--- config.mk ---
export PLATFORM = sky130hd
export DESIGN_NAME = vrm_oam
export DESIGN_NICKNAME = d
export VERILOG_FILES = /design/src/rtl/vrm_pkg.sv /design/src/rtl/vrm_oam.sv
export SDC_FILE = /design/constraint.sdc
export NUM_CORES = 2
export LEC_CHECK = 0
export CAP_MARGIN = 15
export CELL_PAD_IN_SITES_DETAIL_PLACEMENT = 1
export CELL_PAD_IN_SITES_GLOBAL_PLACEMENT = 1
export CORE_ASPECT_RATIO = 0.7
export CORE_MARGIN = 8
export CORE_UTILIZATION = 30
export CTS_CLUSTER_SIZE = 10
export DETAILED_ROUTE_END_ITERATION = 12
export DONT_BUFFER_PORTS = 1
export GPL_ROUTABILITY_DRIVEN = 0
export PLACE_DENSITY = 0.49
export SETUP_SLACK_MARGIN = 0.4
export SYNTH_ARGS = -nofsm -noshare
export SYNTH_HDL_FRONTEND = slang
export SYNTH_SLANG_ARGS = --single-unit
--- constraint.sdc ---
create_clock -name clk -period 4.5 [get_ports clk]
set_input_delay 0.45 -clock clk [delete_from_list [all_inputs] [get_ports clk]]
set_output_delay 0.45 -clock clk [all_outputs]
set_load 0.05 [all_outputs]
--- src/rtl/vrm_pkg.sv ---
package vrm_pkg;

  localparam int unsigned SpriteMemBytes     = 256;
  localparam int unsigned NametableBankBytes = 1024;
  localparam int unsigned PatternBytes       = 8192;
  localparam int unsigned PaletteBytes       = 32;

  localparam int unsigned OamAw = $clog2(SpriteMemBytes);
  localparam int unsigned NtAw  = $clog2(2 * NametableBankBytes);
  localparam int unsigned PatAw = $clog2(PatternBytes);
  localparam int unsigned PalAw = $clog2(PaletteBytes);
  localparam int unsigned VramAw = 14;

  localparam logic [1:0] MIRROR_HORIZ = 2'd0;
  localparam logic [1:0] MIRROR_VERT  = 2'd1;

  localparam logic [5:0] PAL_PAGE  = 6'h3F;
  localparam logic [7:0] PAL_MASK  = 8'h3F;
  localparam logic [7:0] GRAY_MASK = 8'h30;

  typedef enum logic [2:0] {
    ACT_READ      = 3'd0,
    ACT_PEEK      = 3'd1,
    ACT_WRITE     = 3'd2,
    ACT_VBLANK    = 3'd3,
    ACT_PRERENDER = 3'd4
  } action_t;

  typedef enum logic [2:0] {
    REG_CTRL    = 3'd0,
    REG_MASK    = 3'd1,
    REG_STATUS  = 3'd2,
    REG_OAMADDR = 3'd3,
    REG_OAMDATA = 3'd4,
    REG_SCROLL  = 3'd5,
    REG_ADDR    = 3'd6,
    REG_DATA    = 3'd7
  } reg_idx_t;

  typedef enum logic {
    CFG_MIRROR_MODE = 1'b0,
    CFG_SINGLE_BANK = 1'b1
  } cfg_idx_t;

  typedef enum logic {
    ST_IDLE = 1'b0,
    ST_EXEC = 1'b1
  } state_t;

  typedef struct packed {
    logic             rd_en;
    logic             wr_en;
    logic [OamAw-1:0] addr;
    logic [7:0]       wdata;
  } oam_req_t;

  typedef struct packed {
    logic              rd_en;
    logic              wr_en;
    logic [VramAw-1:0] addr;
    logic [7:0]        wdata;
  } vram_req_t;

endpackage

--- src/rtl/vrm_oam.sv ---
module vrm_oam import vrm_pkg::*; (
  input  logic       clk,
  input  logic       rst_n,
  input  oam_req_t   req,
  output logic [7:0] rdata
);

  logic [7:0] mem [SpriteMemBytes];
  logic [SpriteMemBytes-1:0] valid_r;
  logic [7:0] mem_q_r;
  logic       vld_q_r;

  // entries never written read as zero
  always_ff @(posedge clk) begin
    if (!rst_n) begin
      valid_r <= '0;
    end else if (req.wr_en) begin
      valid_r[req.addr] <= 1'b1;
    end
  end

  always_ff @(posedge clk) begin
    if (req.wr_en) begin
      mem[req.addr] <= req.wdata;
    end
    if (req.rd_en) begin
      mem_q_r <= mem[req.addr];
      vld_q_r <= valid_r[req.addr];
    end
  end

  assign rdata = vld_q_r ? mem_q_r : 8'h00;

endmodule

==> summary.md <==
After layout, the worst path uses 75.9% of the clock period. The synthesized design devotes to its leading area cell type 70.5% of total area. The relative max-transition margin is -25.8%, and the number of buffers inserted during clock tree synthesis is 275. The initial standard-cell utilization of the core is 30.1%. The first detailed-routing pass took 5 iterations. The tools report the origin of the worst setup path as req[8].

TritonCTS built the clock tree. The critical path ends at mem_q_r[2]. Global routing used 17.0% of the available tracks across all layers.

Final-report hold violation count: 0. For the area taken by multi-input logic gates, the log shows 19600 um^2. The final reports fail on max-slew violations. Sort of element at the end of the critical path: a flop. Of all nets on the critical path, the largest fanout is 56. The average detailed-routed wire length per instance works out to 30.8 um. Critical register-to-register path endpoint: mem_q_r[0]. When the netlist entered floorplanning its net count stood at 4256.

For this run, the top clock speed supported by timing is 0.293 GHz. Final worst clock skew: 0.0571 ns. In this run the remaining antenna-violating nets after routing total 0. The slew at the pin closest to its max-slew limit works out to 1.89 ns. Maximum number of pins on one net before global-route repair: 584. The floorplan step set the die height to 468 um. The mapped netlist covers 87600 um^2. Counting the fill cells in the layout gives 28400. After detailed routing, the met3 layer carries 17.5 mm of wire. At the worst endpoint, the required time is 5.00 ns. Library cell with the largest summed area after synthesis: sky130_fd_sc_hd__edfxtp_1. The die area is 310000 um^2, and the share of layout cells above drive strength 1 is 26.2%.

The tool flagged a number of max-cap violations equal to 0. In the synthesized netlist, the number of instances is 4236. The quantity of hold-fixing buffers added after cts was 56. The internal power of the cells totals 36.1 mW.

Summed over all cells, the static leakage comes to 32.0 nW. The via count of the first global-routing pass came out at 46200. STA puts the critical path data arrival time at 3.92 ns. Dividing the synthesized area by the synthesized cell count gives 20.7 um^2. Relative to the synthesized area, the layout overhead comes to 17.8%. The shortest clock period the worst path allows after layout was 3.42 ns.

After the flow finishes, the layout carries non-filler instances totaling 8695. Total of endpoints with negative setup slack in the final report: 0. Portion of the post-synthesis area used by sequential elements: 76.3%. Combinational logic is responsible for 4.5% of the overall power.

Master cell of the clock root buffer: sky130_fd_sc_hd__clkbuf_16. For the post-CTS repair timing setup buffer count, the log shows 0. In this run the number of H-tree levels came out at 5.

The maximum buffer depth of the clock tree is 4, and the core box area is 291000 um^2. The reported net switching power is 9.95 mW. The via count of the routed design was 44900.

The first global-routing pass estimated 376 mm of wire. In the final design database the tool counted 4645 nets. Dividing total power by cell area gives a power density of 445 nW/um^2.

For this block, the routed nets add up to 268 mm of wire. Horizontal extent of the die: 662 um. Once detailed placement completed, the half-perimeter wirelength came to 146 mm.

The final design instance area without fill was 103000 um^2. Dividing the detail-routed via count by the number of cells gives 5.16. The tools report the number of antenna violations at the first check in global routing as 22. The count of distinct cell types in the synthesized netlist was 24. The final routed DRC violation total was 0; the total of cells resized after clock tree synthesis was 0. The count of boundary I/O pins came out at 28.

In this run, synthesis produced a sequential element count of 2313. The worst register-to-register path begins at mem[123][0]. At the later pin of the worst-skew pair, clock insertion delay measures 0.84 ns. For flop-to-flop paths, the worst setup slack is 1.45 ns.

The critical path in this run is classified as in2reg. The run gives 186 as the max-slew violation count. Of the total power, registers draw 50.9%.

The min-delay analysis places its worst path in the category in2reg. For this run, the number of Yosys warnings is 0. By area the synthesized netlist is led by sky130_fd_sc_hd__edfxtp_1, sky130_fd_sc_hd__mux4_2, sky130_fd_sc_hd__dfxtp_1, sky130_fd_sc_hd__a22oi_1, sky130_fd_sc_hd__o21a_1. The share of total power dissipated in the clock network is 44.6%. The post-CTS clock slew at the launch and capture registers of the worst setup and hold paths works out to 0.06 ns. The count of buffers from port buffering came out at 0. Signal routing reaches up to met4.

The number of sinks driven by the clock tree was 2313; the number of instances in the placed design was 8152. Net switching is 21.6% of the power. IR analysis of the VDD net gives a maximum drop of 0.000270 V. Detailed routing placed a total of 114 mm of wire on met2. The footprint of the flip-flops and latches came out at 66900 um^2.

Counting cells, the worst reg-to-reg path comes to 5. Row generation in the floorplan step produced 166 rows. For this run the aggregate overflow at the end of global routing stands at 0. Setup repair after global routing left no endpoint under its margin. The worst setup path is launched from an input port. For the DRC marker count from the first detailed-route iteration, the log shows 5223. The run finished, with violations left. Adding up every negative setup slack in the final design gives 0 ns. The routed metal-1 wirelength was 131 mm.

Once placement finished, the instance area stood at 94200 um^2.
==> synth_stat cells <==
master                     number
sky130_fd_sc_hd__nor2_1       232
sky130_fd_sc_hd__a22oi_1      288
sky130_fd_sc_hd__nand2_1       33
sky130_fd_sc_hd__nor3_1        31
sky130_fd_sc_hd__buf_2         42
sky130_fd_sc_hd__nand4_1        9
sky130_fd_sc_hd__nand3_1        6
sky130_fd_sc_hd__o21a_1       256
sky130_fd_sc_hd__inv_1          1
sky130_fd_sc_hd__edfxtp_1    2057
sky130_fd_sc_hd__clkbuf_1     183
sky130_fd_sc_hd__nor2b_1        6
sky130_fd_sc_hd__buf_4         29
sky130_fd_sc_hd__buf_1         26
sky130_fd_sc_hd__o41ai_1       36
sky130_fd_sc_hd__or3_1          2
sky130_fd_sc_hd__a21oi_1      144
sky130_fd_sc_hd__mux4_2       576
sky130_fd_sc_hd__nor3b_1        1
sky130_fd_sc_hd__nand2b_1       6
sky130_fd_sc_hd__and2_1        11
sky130_fd_sc_hd__or2_2          3
sky130_fd_sc_hd__dfxtp_1      256
sky130_fd_sc_hd__buf_6          2
==> power groups by stage <==
stage | clock network [mW] | registers (mW) | logic [mW]
6_report | 20.5 | 23.4 | 2.05
5_1_grt | 21.8 | 23.4 | 2.15
4_1_cts | 21.1 | 23.4 | 2.07
3_5_place_dp | 0 | 23.9 | 1.56
3_3_place_gp | 0 | 23.9 | 1.56
2_1_floorplan | 0 | 23.9 | 1.05
==> per-layer routing <==
layer,GRT usage (%),vias up
li1,-,18500
met1,26.6,24600
met2,24.4,1435
met3,2.94,315
met4,3.77,0
met5,0,-
==> logic make-up after synthesis <==
logic type / share of synthesized area (%)
AOI/OAI and AO/OA: 5.84
buffers and inverters: 1.41
DFF: 76.3
muxes: 14.8
and+or+nand+nor: 1.62
==> per-stage QoR <==
stage | hold slack [ns] | setup WS (ns) | power, mW | utilization (%)
after floorplan | 0.435 | 1.96 | 24.9 | -
after global routing | 0.00857 | 0.994 | 47.4 | 35.4
after CTS | 0.0193 | 1.09 | 46.5 | 35.4
final | 0.0413 | 1.08 | 46.0 | 35.4
after global placement | 0.441 | -0.0812 | 25.4 | 32.3
after detailed placement | 0.450 | 0.161 | 25.4 | 32.3
==> registers in the layout, summed over array words and instances (netlist names) <==
register	flops
mem	2048
vld_q_r	1
valid_r	256
mem_q_r	8
==> worst max-delay path, stage by stage <==
cell and delay (ns):
sky130_fd_sc_hd__buf_16 0.41, sky130_fd_sc_hd__buf_12 0.34, sky130_fd_sc_hd__buf_4 0.23, sky130_fd_sc_hd__mux4_2 0.50
sky130_fd_sc_hd__a22oi_1 0.27, sky130_fd_sc_hd__a21oi_1 0.18, sky130_fd_sc_hd__buf_4 0.22, sky130_fd_sc_hd__o41ai_1 0.99
sky130_fd_sc_hd__nand4_1 0.17
==> area by class of cell <==
class | count | share of cell area (%)
inverter | 1 | 0.00363
clock inverter | 12 | 0.151
tap | 3864 | 4.68
clock buffer | 465 | 7.60
sequential | 2313 | 64.8
multi-input combinational | 1640 | 19.0
timing repair buffer | 394 | 3.76
antenna | 6 | 0.0145
==> placed cells by master, fill, tap and decap left out, drive strengths merged, types with 6 or more instances in the layout <==
master	netlist	final
a21oi	144	144
a22oi	288	288
and2	11	11
buf	99	362
clkbuf	183	465
dfxtp	256	256
diode	0	6
dlygate4sd3	0	32
edfxtp	2057	2057
inv	1	8
mux4	576	576
nand2	33	33
nand2b	6	6
nand3	6	6
nand4	9	9
nor2	232	232
nor2b	6	6
nor3	31	31
o21a	256	256
o41ai	36	36
==> worst min-delay path by stage <==
stage	end	slack, ns	startpoint	depth (start not counted)
finish	mem[241][4]	0.04	req[4]	1
global route	mem[251][4]	0.009	req[4]	1
CTS	mem[251][4]	0.02	req[4]	1
detailed placement	valid_r[12]	0.45	valid_r[12]	1
global placement	valid_r[223]	0.44	valid_r[223]	1
floorplan	valid_r[102]	0.44	valid_r[102]	1
No activity file was read; power rests on OpenSTA's default activity.
